## src/rtl/jvsrb_pkg.sv

```systemverilog
// jvsrb_pkg: types, constants and constant tables of the reply builder
// no dependencies; used by every module of the block
`timescale 1ns / 1ps
package jvsrb_pkg;
   localparam int REPLY_BYTES = 512;
   localparam int WP_W = $clog2(REPLY_BYTES);
   localparam int NUM_W = 28;
   localparam int DIV_STEPS = NUM_W;
   localparam int CNT_W = $clog2(DIV_STEPS + 1);

   localparam logic [7:0] OP_IDENT = 8'h10;
   localparam logic [7:0] OP_CMDREV = 8'h11;
   localparam logic [7:0] OP_JVSREV = 8'h12;
   localparam logic [7:0] OP_COMVER = 8'h13;
   localparam logic [7:0] OP_FEATURE = 8'h14;
   localparam logic [7:0] OP_SWITCH = 8'h20;
   localparam logic [7:0] OP_COIN = 8'h21;
   localparam logic [7:0] OP_ANALOG = 8'h22;
   localparam logic [7:0] OP_ROTARY = 8'h23;

   localparam logic [1:0] REG_WIDTH = 2'd0;
   localparam logic [1:0] REG_HEIGHT = 2'd1;
   localparam logic [1:0] REG_CENTER = 2'd2;

   localparam logic [7:0] SYNC_BYTE = 8'hE0;
   localparam logic [7:0] STATUS_OK = 8'h01;
   localparam logic [15:0] GUN_CENTER = 16'h8000;
   localparam logic [7:0] IDENT_LAST = 8'd57;
   localparam logic [7:0] FEATURE_LAST = 8'd16;

   typedef enum logic [2:0] {
      ST_IDLE, ST_DIVX_GO, ST_DIVX_WAIT, ST_DIVY_GO, ST_DIVY_WAIT,
      ST_STATUS, ST_BODY, ST_HDR
   } state_type;

   typedef struct packed {
      logic busy;
      logic done;
   } div_status_type;

   function automatic logic [7:0] ident_byte(input logic [5:0] i);
      logic [7:0] tbl [0:57];
      tbl = '{8'h53,8'h45,8'h47,8'h41,8'h20,8'h45,8'h4E,8'h54,8'h45,8'h52,8'h50,8'h52,
              8'h49,8'h53,8'h45,8'h53,8'h2C,8'h4C,8'h54,8'h44,8'h2E,8'h3B,8'h49,8'h2F,
              8'h4F,8'h20,8'h42,8'h44,8'h20,8'h4A,8'h56,8'h53,8'h3B,8'h38,8'h33,8'h37,
              8'h2D,8'h31,8'h33,8'h35,8'h35,8'h31,8'h20,8'h3B,8'h56,8'h65,8'h72,8'h31,
              8'h2E,8'h30,8'h30,8'h3B,8'h39,8'h38,8'h2F,8'h31,8'h30,8'h00};
      return (i <= 6'd57) ? tbl[i] : 8'h00;
   endfunction

   function automatic logic [7:0] feature_byte(input logic [5:0] i);
      logic [7:0] tbl [0:16];
      tbl = '{8'h01,8'h02,8'h0C,8'h00,8'h02,8'h02,8'h00,8'h00,
              8'h03,8'h08,8'h10,8'h00,8'h12,8'h06,8'h00,8'h00,8'h00};
      return (i <= 6'd16) ? tbl[i[4:0]] : 8'h00;
   endfunction
endpackage

```

## src/rtl/jvsrb_divider.sv

```systemverilog
// jvsrb_divider: restoring divider, one quotient bit per cycle, clamped to 16 bits
// depends on jvsrb_pkg
`timescale 1ns / 1ps
module jvsrb_divider (
   input  logic clock,
   input  logic reset,
   input  logic start,
   input  logic [jvsrb_pkg::NUM_W-1:0] numerator,
   input  logic [11:0] divisor,
   output logic [15:0] quotient,
   output jvsrb_pkg::div_status_type status
);
   import jvsrb_pkg::*;

   logic [CNT_W-1:0] cnt_ff, cnt_in;
   logic done_ff, done_in;
   logic [NUM_W-1:0] quo_ff, quo_in;
   logic [11:0] rem_ff, rem_in;
   logic [11:0] div_ff, div_in;
   logic [12:0] trial;
   logic ge;

   assign trial = {rem_ff, quo_ff[NUM_W-1]};
   assign ge = trial >= {1'b0, div_ff};

   always_comb begin
      cnt_in = cnt_ff;
      done_in = 1'b0;
      quo_in = quo_ff;
      rem_in = rem_ff;
      div_in = div_ff;
      if (start) begin
         cnt_in = CNT_W'(DIV_STEPS);
         quo_in = numerator;
         rem_in = '0;
         div_in = divisor;
      end else if (cnt_ff != '0) begin
         // shift one numerator bit in, one quotient bit out
         rem_in = ge ? 12'(trial - {1'b0, div_ff}) : trial[11:0];
         quo_in = {quo_ff[NUM_W-2:0], ge};
         cnt_in = cnt_ff - 1'b1;
         done_in = (cnt_ff == CNT_W'(1));
      end
   end

   always_ff @(posedge clock) begin
      if (reset) begin
         cnt_ff <= '0;
         done_ff <= 1'b0;
      end else begin
         cnt_ff <= cnt_in;
         done_ff <= done_in;
      end
      quo_ff <= quo_in;
      rem_ff <= rem_in;
      div_ff <= div_in;
   end

   assign quotient = (|quo_ff[NUM_W-1:16]) ? 16'hFFFF : quo_ff[15:0];
   assign status.busy = (cnt_ff != '0);
   assign status.done = done_ff;
endmodule

```

## src/rtl/jvs_io_board_reply_builder.sv

```systemverilog
// jvs_io_board_reply_builder: top level, byte sequencer, config registers, output stage
// depends on jvsrb_pkg and jvsrb_divider
`timescale 1ns / 1ps
// usage
//   req_*  one command per request: opcode, arguments, live cabinet inputs and
//          frame_end; accepted when req_valid is high and req_stall is low
//   rsp_*  one reply byte per transfer with its frame offset, a report-start
//          flag and a flag on the last byte of the request
//   csr_*  register writes (screen width, screen height, centered gun),
//          always ready; write only while the block is idle
// timing
//   the block holds one request at a time; req_stall is high from acceptance
//   until the last byte of that request has been loaded into the output register
//   bytes come out one per cycle while rsp_stall is low, plus 5 header/checksum
//   bytes on frame end; analog requests first run x and y through the shared
//   restoring divider, each as launch, 28 steps and pickup, before the first byte;
//   bytes past the buffer end are dropped, though the sequencer still steps
//   through them
// stall and reset
//   rsp_stall freezes the output register and the byte steps of the sequencer, nothing is lost
//   reset (synchronous) empties the output stage, returns the sequencer to idle,
//   restarts the frame at offset 4 with checksum seed 1, and sets width 640, height 480, gun off-center
module jvs_io_board_reply_builder (
   input  logic clock,
   input  logic reset,
   input  logic req_valid,
   output logic req_stall,
   input  logic [7:0] req_opcode,
   input  logic [3:0] req_arg_first,
   input  logic [2:0] req_arg_second,
   input  logic [5:0] req_buttons,
   input  logic [15:0] req_coin_count_a,
   input  logic [15:0] req_coin_count_b,
   input  logic signed [12:0] req_gun_x,
   input  logic signed [12:0] req_gun_y,
   input  logic req_frame_end,
   output logic rsp_valid,
   input  logic rsp_stall,
   output logic [7:0] rsp_reply_byte,
   output logic [8:0] rsp_byte_position,
   output logic rsp_report_start,
   output logic rsp_last_byte,
   input  logic csr_valid,
   output logic csr_ready,
   input  logic [1:0] csr_index,
   input  logic [11:0] csr_data
);
   import jvsrb_pkg::*;

   localparam logic [WP_W-1:0] LIMIT = WP_W'(REPLY_BYTES - 1);
   localparam logic [WP_W-1:0] WP_START = WP_W'(4);

   // configuration registers
   logic [11:0] width_ff, height_ff;
   logic center_ff;

   // sequencer state
   state_type state_ff, state_in;
   logic [WP_W-1:0] wp_ff, wp_in;
   logic [7:0] sum_ff, sum_in;
   logic [5:0] idx_ff, idx_in;
   logic [3:0] grp_ff, grp_in;
   logic [1:0] sub_ff, sub_in;
   logic [2:0] hdr_ff, hdr_in;

   // captured request
   logic [7:0] op_ff;
   logic [3:0] a1_ff;
   logic [2:0] a2e_ff;
   logic [5:0] btn_ff;
   logic [13:0] coin_a_ff, coin_b_ff;
   logic signed [12:0] gx_ff, gy_ff;
   logic fend_ff;
   logic [15:0] gun_x_ff, gun_y_ff;
   logic [15:0] gun_x_in, gun_y_in;

   // output stage
   logic rsp_valid_ff, rsp_valid_in;
   logic [7:0] rsp_byte_ff, rsp_byte_in;
   logic [8:0] rsp_pos_ff, rsp_pos_in;
   logic rsp_start_ff, rsp_start_in;
   logic rsp_last_ff, rsp_last_in;

   // divider interface
   logic div_start;
   logic [NUM_W-1:0] div_num;
   logic [11:0] div_den;
   logic [15:0] div_q;
   div_status_type div_st;

   logic accept, adv_ok, room, body_empty, body_last;
   logic [1:0] smax;
   logic [2:0] a2c;
   logic [3:0] a1_last;
   logic [11:0] pos_sel, ext_sel;
   logic [13:0] coin_sel;
   logic [15:0] word_sel;
   logic [7:0] body_byte, count_byte;

   assign accept = req_valid && !req_stall;
   assign req_stall = (state_ff != ST_IDLE);
   assign csr_ready = 1'b1;
   assign adv_ok = !rsp_valid_ff || !rsp_stall;
   assign room = (wp_ff < LIMIT);
   assign a2c = (req_arg_second > 3'd4) ? 3'd4 : req_arg_second;
   assign a1_last = a1_ff - 1'b1;
   assign smax = (op_ff == OP_SWITCH) ? 2'(a2e_ff - 3'd1) : 2'd1;
   assign count_byte = 8'(wp_ff - WP_W'(2));

   // gun scaling: numerator is pos*65535, negative clamps to zero
   always_comb begin
      if (state_ff == ST_DIVY_GO) begin
         pos_sel = gy_ff[12] ? 12'd0 : gy_ff[11:0];
         ext_sel = (height_ff == 12'd0) ? 12'd1 : height_ff;
      end else begin
         pos_sel = gx_ff[12] ? 12'd0 : gx_ff[11:0];
         ext_sel = (width_ff == 12'd0) ? 12'd1 : width_ff;
      end
      div_num = {pos_sel, 16'd0} - {16'd0, pos_sel};
      div_den = ext_sel;
      div_start = (state_ff == ST_DIVX_GO) || (state_ff == ST_DIVY_GO);
   end

   jvsrb_divider u_div (
      .clock(clock), .reset(reset), .start(div_start),
      .numerator(div_num), .divisor(div_den),
      .quotient(div_q), .status(div_st)
   );

   // current body byte and whether it ends the report
   always_comb begin
      coin_sel = (grp_ff == 4'd0) ? coin_a_ff : ((grp_ff == 4'd1) ? coin_b_ff : 14'd0);
      if (center_ff) word_sel = GUN_CENTER;
      else if (grp_ff == 4'd0 || grp_ff == 4'd2) word_sel = gun_x_ff;
      else if (grp_ff == 4'd1 || grp_ff == 4'd3) word_sel = gun_y_ff;
      else word_sel = GUN_CENTER;
      body_byte = 8'h00;
      body_last = 1'b1;
      body_empty = 1'b1;
      unique case (op_ff)
         OP_IDENT: begin
            body_byte = ident_byte(idx_ff);
            body_last = ({2'b0, idx_ff} == IDENT_LAST);
            body_empty = 1'b0;
         end
         OP_CMDREV: begin body_byte = 8'h13; body_empty = 1'b0; end
         OP_JVSREV: begin body_byte = 8'h30; body_empty = 1'b0; end
         OP_COMVER: begin body_byte = 8'h10; body_empty = 1'b0; end
         OP_FEATURE: begin
            body_byte = feature_byte(idx_ff);
            body_last = ({2'b0, idx_ff} == FEATURE_LAST);
            body_empty = 1'b0;
         end
         OP_SWITCH: begin
            body_empty = 1'b0;
            if (idx_ff == 6'd0) begin
               body_byte = {btn_ff[0], 7'd0};
               body_last = (a1_ff == 4'd0);
            end else begin
               if (sub_ff != 2'd0) body_byte = 8'h00;
               else if (grp_ff == 4'd0)
                  body_byte = {btn_ff[1], btn_ff[2], 4'd0, btn_ff[3], btn_ff[4]};
               else if (grp_ff == 4'd1) body_byte = {btn_ff[5], 7'd0};
               else body_byte = 8'h00;
               body_last = (grp_ff == a1_last) && (sub_ff == smax);
            end
         end
         OP_COIN: begin
            body_byte = (sub_ff == 2'd0) ? {2'b0, coin_sel[13:8]} : coin_sel[7:0];
            body_last = (grp_ff == a1_last) && (sub_ff == 2'd1);
            body_empty = (a1_ff == 4'd0);
         end
         OP_ANALOG: begin
            body_byte = (sub_ff == 2'd0) ? word_sel[15:8] : word_sel[7:0];
            body_last = (grp_ff == a1_last) && (sub_ff == 2'd1);
            body_empty = (a1_ff == 4'd0);
         end
         OP_ROTARY: begin
            body_byte = 8'h00;
            body_last = (grp_ff == a1_last) && (sub_ff == 2'd1);
            body_empty = (a1_ff == 4'd0);
         end
         default: begin
            body_byte = 8'h00;
         end
      endcase
   end

   // sequencer next state and output stage load
   always_comb begin
      state_in = state_ff;
      wp_in = wp_ff;
      sum_in = sum_ff;
      idx_in = idx_ff;
      grp_in = grp_ff;
      sub_in = sub_ff;
      hdr_in = hdr_ff;
      gun_x_in = gun_x_ff;
      gun_y_in = gun_y_ff;
      rsp_valid_in = rsp_valid_ff && rsp_stall;
      rsp_byte_in = rsp_byte_ff;
      rsp_pos_in = rsp_pos_ff;
      rsp_start_in = rsp_start_ff;
      rsp_last_in = rsp_last_ff;
      unique case (state_ff)
         ST_IDLE: begin
            if (accept) begin
               idx_in = '0;
               grp_in = '0;
               sub_in = '0;
               hdr_in = '0;
               state_in = (req_opcode == OP_ANALOG) ? ST_DIVX_GO : ST_STATUS;
            end
         end
         ST_DIVX_GO: state_in = ST_DIVX_WAIT;
         ST_DIVX_WAIT: begin
            if (div_st.done) begin
               gun_x_in = div_q;
               state_in = ST_DIVY_GO;
            end
         end
         ST_DIVY_GO: state_in = ST_DIVY_WAIT;
         ST_DIVY_WAIT: begin
            if (div_st.done) begin
               gun_y_in = div_q;
               state_in = ST_STATUS;
            end
         end
         ST_STATUS, ST_BODY: begin
            if (adv_ok) begin
               if (room) begin
                  rsp_valid_in = 1'b1;
                  rsp_byte_in = (state_ff == ST_STATUS) ? STATUS_OK : body_byte;
                  rsp_pos_in = 9'(wp_ff);
                  rsp_start_in = (state_ff == ST_STATUS);
                  // last result unless a frame end follows: end of report, or the byte that fills the buffer
                  rsp_last_in = !fend_ff &&
                     (((state_ff == ST_STATUS) ? body_empty : body_last) ||
                      (wp_ff == LIMIT - 1'b1));
                  wp_in = wp_ff + 1'b1;
                  sum_in = sum_ff + rsp_byte_in;
               end
               if (state_ff == ST_STATUS) begin
                  if (body_empty) state_in = fend_ff ? ST_HDR : ST_IDLE;
                  else state_in = ST_BODY;
               end else begin
                  idx_in = idx_ff + 1'b1;
                  if (op_ff != OP_SWITCH || idx_ff != 6'd0) begin
                     if (sub_ff == smax) begin
                        sub_in = '0;
                        grp_in = grp_ff + 1'b1;
                     end else begin
                        sub_in = sub_ff + 1'b1;
                     end
                  end
                  if (body_last) state_in = fend_ff ? ST_HDR : ST_IDLE;
               end
            end
         end
         ST_HDR: begin
            if (adv_ok) begin
               rsp_valid_in = 1'b1;
               rsp_start_in = (hdr_ff == 3'd3);
               rsp_last_in = (hdr_ff == 3'd4);
               rsp_pos_in = 9'(hdr_ff);
               unique case (hdr_ff)
                  3'd0: rsp_byte_in = SYNC_BYTE;
                  3'd1: rsp_byte_in = 8'h00;
                  3'd2: rsp_byte_in = count_byte;
                  3'd3: rsp_byte_in = STATUS_OK;
                  default: begin
                     rsp_byte_in = sum_ff + count_byte;
                     rsp_pos_in = 9'(wp_ff);
                  end
               endcase
               hdr_in = hdr_ff + 1'b1;
               if (hdr_ff == 3'd4) begin
                  wp_in = WP_START;
                  sum_in = 8'd1;
                  state_in = ST_IDLE;
               end
            end
         end
         default: state_in = ST_IDLE;
      endcase
   end

   always_ff @(posedge clock) begin
      if (reset) begin
         state_ff <= ST_IDLE;
         wp_ff <= WP_START;
         sum_ff <= 8'd1;
         rsp_valid_ff <= 1'b0;
         width_ff <= 12'd640;
         height_ff <= 12'd480;
         center_ff <= 1'b0;
      end else begin
         state_ff <= state_in;
         wp_ff <= wp_in;
         sum_ff <= sum_in;
         rsp_valid_ff <= rsp_valid_in;
         if (csr_valid && csr_ready) begin
            unique case (csr_index)
               REG_WIDTH: width_ff <= csr_data;
               REG_HEIGHT: height_ff <= csr_data;
               REG_CENTER: center_ff <= csr_data[0];
               default: ;
            endcase
         end
      end
      idx_ff <= idx_in;
      grp_ff <= grp_in;
      sub_ff <= sub_in;
      hdr_ff <= hdr_in;
      gun_x_ff <= gun_x_in;
      gun_y_ff <= gun_y_in;
      rsp_byte_ff <= rsp_byte_in;
      rsp_pos_ff <= rsp_pos_in;
      rsp_start_ff <= rsp_start_in;
      rsp_last_ff <= rsp_last_in;
      if (accept) begin
         // capture with argument saturation
         op_ff <= req_opcode;
         a1_ff <= (req_arg_first > 4'd8) ? 4'd8 : req_arg_first;
         a2e_ff <= (a2c == 3'd0) ? 3'd1 : a2c;
         btn_ff <= req_buttons;
         coin_a_ff <= req_coin_count_a[13:0];
         coin_b_ff <= req_coin_count_b[13:0];
         gx_ff <= req_gun_x;
         gy_ff <= req_gun_y;
         fend_ff <= req_frame_end;
      end
   end

   assign rsp_valid = rsp_valid_ff;
   assign rsp_reply_byte = rsp_byte_ff;
   assign rsp_byte_position = rsp_pos_ff;
   assign rsp_report_start = rsp_start_ff;
   assign rsp_last_byte = rsp_last_ff;
endmodule

```

## config.mk

```make
export PLATFORM = sky130hd
export DESIGN_NAME = jvs_io_board_reply_builder
export DESIGN_NICKNAME = d
export VERILOG_FILES = /design/src/rtl/jvsrb_pkg.sv /design/src/rtl/jvsrb_divider.sv /design/src/rtl/jvs_io_board_reply_builder.sv
export SDC_FILE = /design/constraint.sdc
export NUM_CORES = 1
export LEC_CHECK = 0
export ABC_CLOCK_PERIOD_IN_PS = 8400
export BUFFER_PORTS_ARGS = -buffer_cell sky130_fd_sc_hd__buf_4
export CAP_MARGIN = 20
export CORE_ASPECT_RATIO = 2
export CORE_MARGIN = 8
export CORE_UTILIZATION = 35
export CTS_CLUSTER_DIAMETER = 120
export CTS_CLUSTER_SIZE = 16
export DETAILED_ROUTE_END_ITERATION = 8
export PLACE_DENSITY = 0.49
export SYNTH_ARGS = -nofsm -noshare
export SYNTH_HDL_FRONTEND = slang
export SYNTH_SLANG_ARGS = --single-unit
```

## constraint.sdc

```tcl
create_clock -name clock -period 8.4 [get_ports clock]
set_clock_uncertainty 0.15 [all_clocks]
set_input_delay 2.52 -clock clock [delete_from_list [all_inputs] [get_ports clock]]
set_output_delay 2.52 -clock clock [all_outputs]
set_load 0.1 [all_outputs]
```

## After elaboration in Yosys (flattened, before gate mapping)

Memories as Yosys holds them, arrays and structs flattened.
Cells that the tools add are included.

- Register bits after elaboration: 245
- Memory bits (read-only): 768
- Output and inout port bits: 22
- Word-level logic and storage cells: 255
- Memories kept: 2

Memories:

| memory | words | bits a word | read ports | clocked after memory_dff | wr ports | RTL line | text |
|---|---|---|---|---|---|---|---|
| (no name shown) | 64 | 8 | 1 | 0 | 0 | jvsrb_pkg.sv:48 | `return (i <= 6'd57) ? tbl[i] : 8'h00;` |
| (no name shown) | 32 | 8 | 1 | 0 | 0 | jvsrb_pkg.sv:55 | `return (i <= 6'd16) ? tbl[i[4:0]] : 8'h00;` |

- Add/subtract/negate cells: 13
- Order comparisons: 8
- Equal/unequal tests: 45
- Muxes and demuxes: 100
- Bitwise gates (word level): 3
- Reduce and logical (&&, ||, !) cells: 52

Operators with widths:

| operator | count |
|---|---|
| $mux 8 | 20 |
| $mux 12 | 7 |
| $mux 9 | 8 |
| $mux 16 | 4 |
| $pmux 8 s8 | 1 |
| $mux 28 | 2 |
| $mux 3 | 14 |
| $eq 8x5->1 const B | 5 |
| $eq 8x6->1 const B | 5 |
| $pmux 9 s2 | 2 |
| $pmux 8 s2 | 2 |
| $pmux 8 s4 | 1 |
| $mux 14 | 2 |
| $sub 28x12->28 | 1 |
| $logic_not 12->1 | 2 |
| $pmux 3 s7 | 1 |
| $mux 4 | 5 |
| $mux 6 | 3 |
| $add 8x8->8 | 2 |
| $ne 2x2->1 const B | 8 |
| $eq 3x3->1 const B | 5 |
| $ge 13x12->1 | 1 |
| $eq 3x2->1 const B | 4 |
| $mux 2 | 6 |
| other kinds (64) | 110 |

## Longest topological paths before layout

Gate-level depths: netlist (run 1).

- Word-level depth: 12
- Gate-level depth with buffers: 18
- Mapped depth without buffers: 17

## Modules after synthesis

From an unflattened synthesis (run 1), not the netlist that was laid out.

- Cell total of the unflattened synthesis: 1279
- Area total of the unflattened synthesis: 13544.2 um^2

By module, submodules not included:

| module | instances | cells each | area an instance (um^2) | seq. area each (um^2) |
|---|---|---|---|---|
| jvs_io_board_reply_builder | 1 | 989 | 10333.7 | 5154.9 |
| jvsrb_divider | 1 | 290 | 3210.6 | 1561.5 |

## Worst setup path after synthesis (run 1)

OpenSTA, ideal clock, no wires.

- Path kind: input-to-reg
- Start point: in req_valid
- End point: reg a1_ff[0] (enable)
- Arrival time: 5.679 ns
- Required time: 7.742 ns
- Slack: 2.062 ns
- Stages on the path: 2
- Path through: inv_1 > nor2_1

- Cells in the longest elaborated chain, start to end: 1

RTL lines:

| element | RTL line | text |
|---|---|---|
| start, declared | jvs_io_board_reply_builder.sv:26 | `input logic req_valid,` |
| $logic_and 1x1->1 | jvs_io_board_reply_builder.sv:100 | `assign accept = req_valid && !req_stall;` |
| net accept | jvs_io_board_reply_builder.sv:91 | `logic accept, adv_ok, room, body_empty, body_last;` |
| end signal, assigned | jvs_io_board_reply_builder.sv:324 | `a1_ff <= (req_arg_first > 4'd8) ? 4'd8 : req_arg_first;` |
| end, declared | jvs_io_board_reply_builder.sv:68 | `logic [3:0] a1_ff;` |

The timed path passes the listed nets, and every way through them passes these cells.
A chain may end at the register's enable or synchronous reset.

## Worst setup path after layout (run 1)

- Start point: reg idx_ff[0]
- End point: reg sum_ff[7]

- Cells in the longest elaborated chain, start to end: 11

RTL lines:

| element | RTL line | text |
|---|---|---|
| start, declared | jvs_io_board_reply_builder.sv:61 | `logic [5:0] idx_ff, idx_in;` |
| start signal, assigned | jvs_io_board_reply_builder.sv:311 | `idx_ff <= idx_in;` |
| $not 6->7 (implied by the code) / $not 5->6 (equally long branches) | jvsrb_pkg.sv:48, jvsrb_pkg.sv:55 |  |
| $mem_v2 64x8 / $mem_v2 32x8 (equally long branches) | - |  |
| $mux 8, on equally long branches (3 in a row) | jvsrb_pkg.sv:48, jvsrb_pkg.sv:55 |  |
| $pmux 8 s8 * | jvs_io_board_reply_builder.sv:140 | `unique case (op_ff)` |
| $mux 8 * | jvs_io_board_reply_builder.sv:233 | `rsp_byte_in = (state_ff == ST_STATUS) ? STATUS_OK : body_byte;` |
| $add 8x8->8 * | jvs_io_board_reply_builder.sv:241 | `sum_in = sum_ff + rsp_byte_in;` |
| $mux 8 * | jvs_io_board_reply_builder.sv:231 | `if (room) begin` |
| $mux 8 * | jvs_io_board_reply_builder.sv:230 | `if (adv_ok) begin` |
| $pmux 8 s2 * | jvs_io_board_reply_builder.sv:205 | `unique case (state_ff)` |
| end signal, assigned | jvs_io_board_reply_builder.sv:300 | `sum_ff <= sum_in;` |
| end, declared | jvs_io_board_reply_builder.sv:60 | `logic [7:0] sum_ff, sum_in;` |

Every way passes the cells marked *; elsewhere a longest branch is shown, timed or not. The select of a mux whose other input is x is not followed.

==> impl_results.md, run 1 <==
- Outcome: finished, final reports clean
- Initial antenna violation count: 1
- First-pass GRT wire length: 56.3 mm
- Post-DP HPWL: 27.2 mm
- Router iterations before antenna repair: 5
- Sequential-to-total area share from yosys stat: 0.509
- I/O Buffers: 115
- Fin crit share: 0.618
- Num rows: 100
- Routed len/inst: 19.7 µm
- Yosys warnings: 0
- Antenna-violating nets left: 0
- GRT Total Usage: 0.161
- Pwr per Cell Area: 325 nW/µm²
- Syn Std Cell Area: 13200 µm²
- H-tree depth: 1
- EDFF count, synth: 181
- P&R area growth vs syn: 14.3%
- Final hold slack: 0.327 ns
- Die width: 153 µm
- Initial DRC count: 507
- Post-CTS Setup Bufs: 0
- Number of global-route vias before repair: 10200
- Final slew viol count: 0
- Leakage dissipation: 5.70 nW
- Final #Nets: 1530
- Highest Clock Rate: 0.193 GHz
- Post-synth top flop: edfxtp_1
- Post-synthesis net count: 1445
- Starting Density: 0.355
- Sink Count: 245
- Clk_lat worst skew: 0.52 ns
- Maximum fanout along the worst path: 15
- Die area: 44600 µm²
- CTS tree: done
- Cts bufs inserted: 19
- Vias: 9824
- CTS Buffer Depth: 3
- # hold bufs at CTS: 0
- Kind of critical path: flop to flop
- I/O pins: 121
- Fraction of registers with async set/reset: 0
- Worst setup SP type: flop
- Post-DP Area: 14500 µm²
- Syn Inst Count: 1289
- CTS resizes: 0
- Largest net degree at the start of global routing: 76
- Vias per Instance: 5.32
- WL final: 36.3 mm
- Maxcap violations: 0
- GP Congestion: 0.946
- Final setup vio count: 0
- Most frequent cells in the layout: edfxtp_1 (181), nand2_1 (176), buf_4 (133), nor2_1 (97), a21oi_1 (83)
- # fillers: 3639
- Pre-CTS setup slack: 3.29 ns
- Die Y: 291 µm
- Root Buffer: clkbuf_16
- Hold Path Class: flop to flop
- Clock-pin slew on the worst setup and hold paths: 0.08 ns
- Post-Syn Area per Cell: 10.2 µm²
- Worst EP arrival: 5.45 ns
- Worst slew pin tran: 1.03 ns
- Cells on Worst Hold Path: 2
- Tmin final: 5.19 ns
- Core area: 37200 µm²
- Final Worst Setup Slack: 3.21 ns
- GR Overflow Total: 0
- Leading cell type in the layout, fill and taps excluded: edfxtp_1
- Unique cell type count in the Yosys netlist: 84
- Unrepaired setup endpoints after global routing: no
- Layout cell share with drive strength beyond 1: 0.147
- Relative slew slack: 0.311
- Final Hold Fails: 0
- Number of synthesized register bits: 245
- Worst Path Required: 8.66 ns
- Worst IR Drop VDD: 0.000133 V
- Fin Setup TNS: 0 ns
- # DRC: 0
- Reg2Reg Depth: 14
- Post-layout instance area: 15100 µm²
- CP Capture Type: flop
## cell usage after synthesis, types with 28 or more instances
master,number,share of area
a21oi_1,83,0.031
clkbuf_1,54,0.015
dfxtp_1,64,0.097
edfxtp_1,181,0.41
ha_1,54,0.051
inv_1,50,0.014
mux2i_1,28,0.021
nand2_1,176,0.050
nand3_1,33,0.013
nor2_1,98,0.028
o21ai_0,57,0.022
xnor2_1,36,0.024
## layer usage
metal | global-route usage | share of wire | routed length [µm]
met1 | 0.159 | 0.36 | 13000
met2 | 0.321 | 0.57 | 20600
met3 | 0.0147 | 0.027 | 998
met4 | 0.0817 | 0.047 | 1700
met5 | 0 | 0 | 0
## report_power, final
group | internal (mW) | switching (mW)
logic | 0.758 | 1.32
registers | 1.72 | 0.240
clock network | 0.430 | 0.433
## metrics by stage
stage                     std cells   util  power [mW]
after detailed placement       1812  0.391        4.08
final                          1846  0.406        4.90
after CTS                      1845  0.406        4.96
after global routing           1846  0.406        5.24
after global placement         1811  0.391        4.04
after floorplan                1289      -        3.47
## state kept, by name, indices dropped and copies added (netlist names), 12 cells and up
name,count
gx_ff,13
u_div.div_ff,12
u_div.rem_ff,12
u_div.quo_ff,28
gy_ff,13
height_ff,12
gun_y_ff,16
gun_x_ff,16
width_ff,12
coin_b_ff,14
coin_a_ff,14
## critical path, stage by stage, from the launching register on
cell,delay [ns]
edfxtp_1,0.68
inv_1,0.22
ha_1,0.41
and3_1,0.26
nor4b_1,0.72
o2bb2a_1,0.31
a41oi_1,0.56
ha_1,0.35
a21oi_1,0.14
nor2b_1,0.08
a311o_1,0.39
a21o_1,0.19
a21oi_1,0.17
xnor3_1,0.23
a31o_1,0.21
## cells by family (layout without fill, tap and decap cells)
family / after synthesis / in the layout / synth area share
adder cells (fa/ha/maj): 57 / 57 / 0.0557
other: 1 / 2 / 0.000284
AO/OA/AOI/OAI: 301 / 301 / 0.148
flip-flops: 245 / 245 / 0.509
XOR/XNOR: 55 / 55 / 0.0375
multiplexers: 44 / 44 / 0.0443
AND/OR/NAND/NOR: 465 / 465 / 0.170
buffers and inverters: 121 / 218 / 0.0352
## final timing paths
| path | endpoint | slack [ns] | from |
|---|---|---|---|
| setup reg to reg | sum_ff[7] | 3.21 | idx_ff[0] |
| setup / recovery | sum_ff[7] | 3.21 | idx_ff[0] |
| hold reg to reg | width_ff[0] | 0.33 | width_ff[0] |
| hold / removal | width_ff[0] | 0.33 | width_ff[0] |
## final cells by class
type | count | area, µm² | area share
clock buffers | 31 | 520 | 0.0345
clock inverters | 2 | 25.0 | 0.00166
diodes | 1 | 2.50 | 0.000166
repair buffers | 134 | 1030 | 0.0680
multi-input cells | 923 | 6040 | 0.400
well taps | 459 | 574 | 0.0381
flip-flops and latches | 245 | 6720 | 0.445
inverters | 51 | 191 | 0.0127
Note: power is estimated with default switching activity, not from simulation.
==> inputs of run 2 (changes only) <==
Settings changed: ABC_CLOCK_PERIOD_IN_PS 8400 to 5300.
Clock period 8.4 ns to 5.3 ns, I/O delays scaled along.
==> run 2 against run 1 <==
Net effect:
- utilization grew 0.20 points
- first-iteration DRC count is the same
- count of clock-buffer cells in the layout is the same
- design area grew 0.50%
- sequential power grew 57%
- register-to-register slack lost 2.7 ns
- worst setup slack lost 2.7 ns
- hold slack is essentially flat
- sequential cell count is the same
- via count grew 0.92%
- final cell count grew 0.65%
==> impl_results.md, run 2 (synthesis results as in run 1) <==
- CTS tree: done
- Total power: 7.78 mW (+59%)
- Final #Nets: 1543 (+0.85%)
- Initial antenna violation count: 0 (-1)
- GP Congestion: 0.916 (-3.2%)
- Final core occ: 0.408 (+0.00202)
- H-tree depth: 1 (unchanged)
- Final Hold Fails: 0 (unchanged)
- Worst EP arrival: 5.07 ns (-0.38 ns)
- Most flops, register: u_div.quo_ff
- Worst R2R Start: grp_ff[0]
- Root Buffer: clkbuf_16
- Fin crit share: 0.908 (+0.290)
- # fillers: 3649 (+0.27%)
- Initial DRC count: 507 (unchanged)
- Sink Count: 245 (unchanged)
- Most frequent cells in the layout: edfxtp_1 (181), nand2_1 (176), buf_4 (147), nor2_1 (97), a21oi_1 (83)
- Final slew viol count: 0 (unchanged)
- Vias: 9914 (+0.92%)
- ANT cells: 0 (-1)
- Hold Path Class: flop to flop
- Worst path cell trace: inv_1 -> ha_1 -> or4b_1 -> o22ai_1 -> a21oi_1 -> or2_2 -> a41oi_1 -> ha_1 -> a21oi_1 -> nor2b_1 -> a311o_1 -> a21o_1 -> a21oi_1 -> xnor3_1 -> a31o_1
- Kind of critical path: flop to flop
- Core area: 37200 µm² (unchanged)
- Final setup vio count: 0 (unchanged)
- Largest regs: u_div.quo_ff: 28 flops, gun_x_ff: 16 flops, gun_y_ff: 16 flops
- Post-route insts no fill: 1858 (+0.65%)
- FF-to-FF setup slack: 0.49 ns (-2.72 ns)
- Leakage dissipation: 5.75 nW (+1.0%)
- CTS Buffer Depth: 3 (unchanged)
- Antenna-violating nets left: 0 (unchanged)
- Worst path bufs/invs: 1 (unchanged)
- # hold bufs at CTS: 0 (unchanged)
- Crit path max-delay cell type: or4b_1
- Maxcap violations: 0 (unchanged)
- Dpl cells: 1825 (+0.72%)
- WL final: 36.4 mm (+0.20%)
- CTS resizes: 0 (unchanged)
- Outcome: finished, final reports clean
- Cts bufs inserted: 19 (unchanged)
- Critical Path Source: grp_ff[0]
- I/O Buffers: 115 (unchanged)
- Num rows: 100 (unchanged)
- CP Capture Type: flop
- P&R area growth vs syn: 14.9%
- Number of global-route vias before repair: 10200 (+0.039%)
- I/O pins: 121 (unchanged)
- GRT Total Usage: 0.159 (-0.00140)
- Reg2Reg Depth: 15 (+1)
- Starting Density: 0.355 (unchanged)
- First-pass GRT wire length: 55.8 mm (-0.99%)
- Crit path depth: 15 (+1)
- Worst slew pin tran: 0.838 ns (-0.195 ns)
- Worst Path Required: 5.56 ns (-3.10 ns)
- Layout cell share with drive strength beyond 1: 0.155 (+0.00792)
- Unrepaired setup endpoints after global routing: no
- Pre-CTS setup slack: 0.503 ns (-2.79 ns)
- Die width: 153 µm (unchanged)
- Post-DP HPWL: 28.0 mm (+2.7%)
- Worst setup SP type: flop
- Routed len/inst: 19.6 µm (-0.44%)
- Post-layout instance area: 15200 µm² (+0.50%)
- Final hold slack: 0.326 ns (-0.000409 ns)
- Largest net degree at the start of global routing: 45 (-41%)
- Max incr delay on CP: 0.63 ns (-0.09 ns)
- Router iterations before antenna repair: 4 (-1)
- Die area: 44600 µm² (unchanged)
- Final Worst Setup Slack: 0.489 ns (-2.72 ns)
- Crit-path leading delay family: compound AO/OA/AOI/OAI gates
- Vias per Instance: 5.34 (+0.26%)
- Fin Setup TNS: 0 ns (unchanged)
- # DRC: 0 (unchanged)
- Die Y: 291 µm (unchanged)
- Post-DP Area: 14600 µm² (+0.53%)
- Leading cell type in the layout, fill and taps excluded: edfxtp_1
- Capturing point of the worst reg2reg path: sum_ff[7]
- Maximum fanout along the worst path: 10 (-5)
- Clk_lat worst skew: 0.52 ns (about the same)
- Relative slew slack: 0.440 (+0.129)
- Highest Clock Rate: 0.208 GHz (+7.9%)
- GR Overflow Total: 0 (unchanged)
- Worst IR Drop VDD: 0.000242 V (+82%)
- Tmin final: 4.81 ns (-0.379 ns)
- Pwr per Cell Area: 513 nW/µm² (+58%)
- Crit-path most repeated cell: a21oi_1
- Clock-pin slew on the worst setup and hold paths: 0.08 ns (about the same)
- Post-CTS Setup Bufs: 0 (unchanged)
- Flip-flop count of the largest register after layout: 28 (unchanged)
- Worst setup path end: sum_ff[7]
[run 2: cell types whose count changed in the layout (fill, tap and decap cells not counted), sizes merged]
cell	before	now
buf	134	147
diode	1	0
[run 2: cell type report]
type,instances,area (µm²),area share
Inverter,51,191,0.0126
Clock inverter,2,25.0,0.00165
Tap cell,459,574,0.0379
Sequential cell,245,6720,0.443
Multi-Input combinational cell,923,6040,0.398
Clock buffer,31,520,0.0343
Timing Repair Buffer,147,1100,0.0728
[run 2: report_power, final]
part	internal (mW)	switching, mW	total, mW
clock	0.681	0.682	1.36
sequential	2.72	0.350	3.07
combinational	1.23	2.12	3.35
[run 2: worst reg2reg max path: cells and delay by family, from the launching register on]
family / cells / cell delay [ns]
adder cells (fa/ha/maj): 2 / 0.66
AO/OA/AOI/OAI: 8 / 2.06
AND/OR/NAND/NOR: 3 / 1.03
buffers and inverters: 1 / 0.10
XOR/XNOR: 1 / 0.24
flip-flops: 1 / 0.47
[run 2: worst min path at each step]
stage | cells past startpoint | startpoint | slack, ns | to
final | 2 | width_ff[0] | 0.33 | width_ff[0]
after global placement | 2 | height_ff[0] | 0.31 | height_ff[0]
after floorplan | 2 | height_ff[0] | 0.29 | height_ff[0]
after detailed placement | 2 | width_ff[0] | 0.31 | width_ff[0]
after global routing | 2 | height_ff[0] | 0.35 | height_ff[0]
after CTS | 2 | width_ff[0] | 0.32 | width_ff[0]
[run 2: routing by layer]
metal / routed length, µm / vias up / global-route usage
li1: - / 4900 / -
met1: 13000 / 4771 / 0.155
met2: 20900 / 192 / 0.325
met3: 1010 / 51 / 0.0155
met4: 1490 / 0 / 0.0723
met5: 0 / - / 0
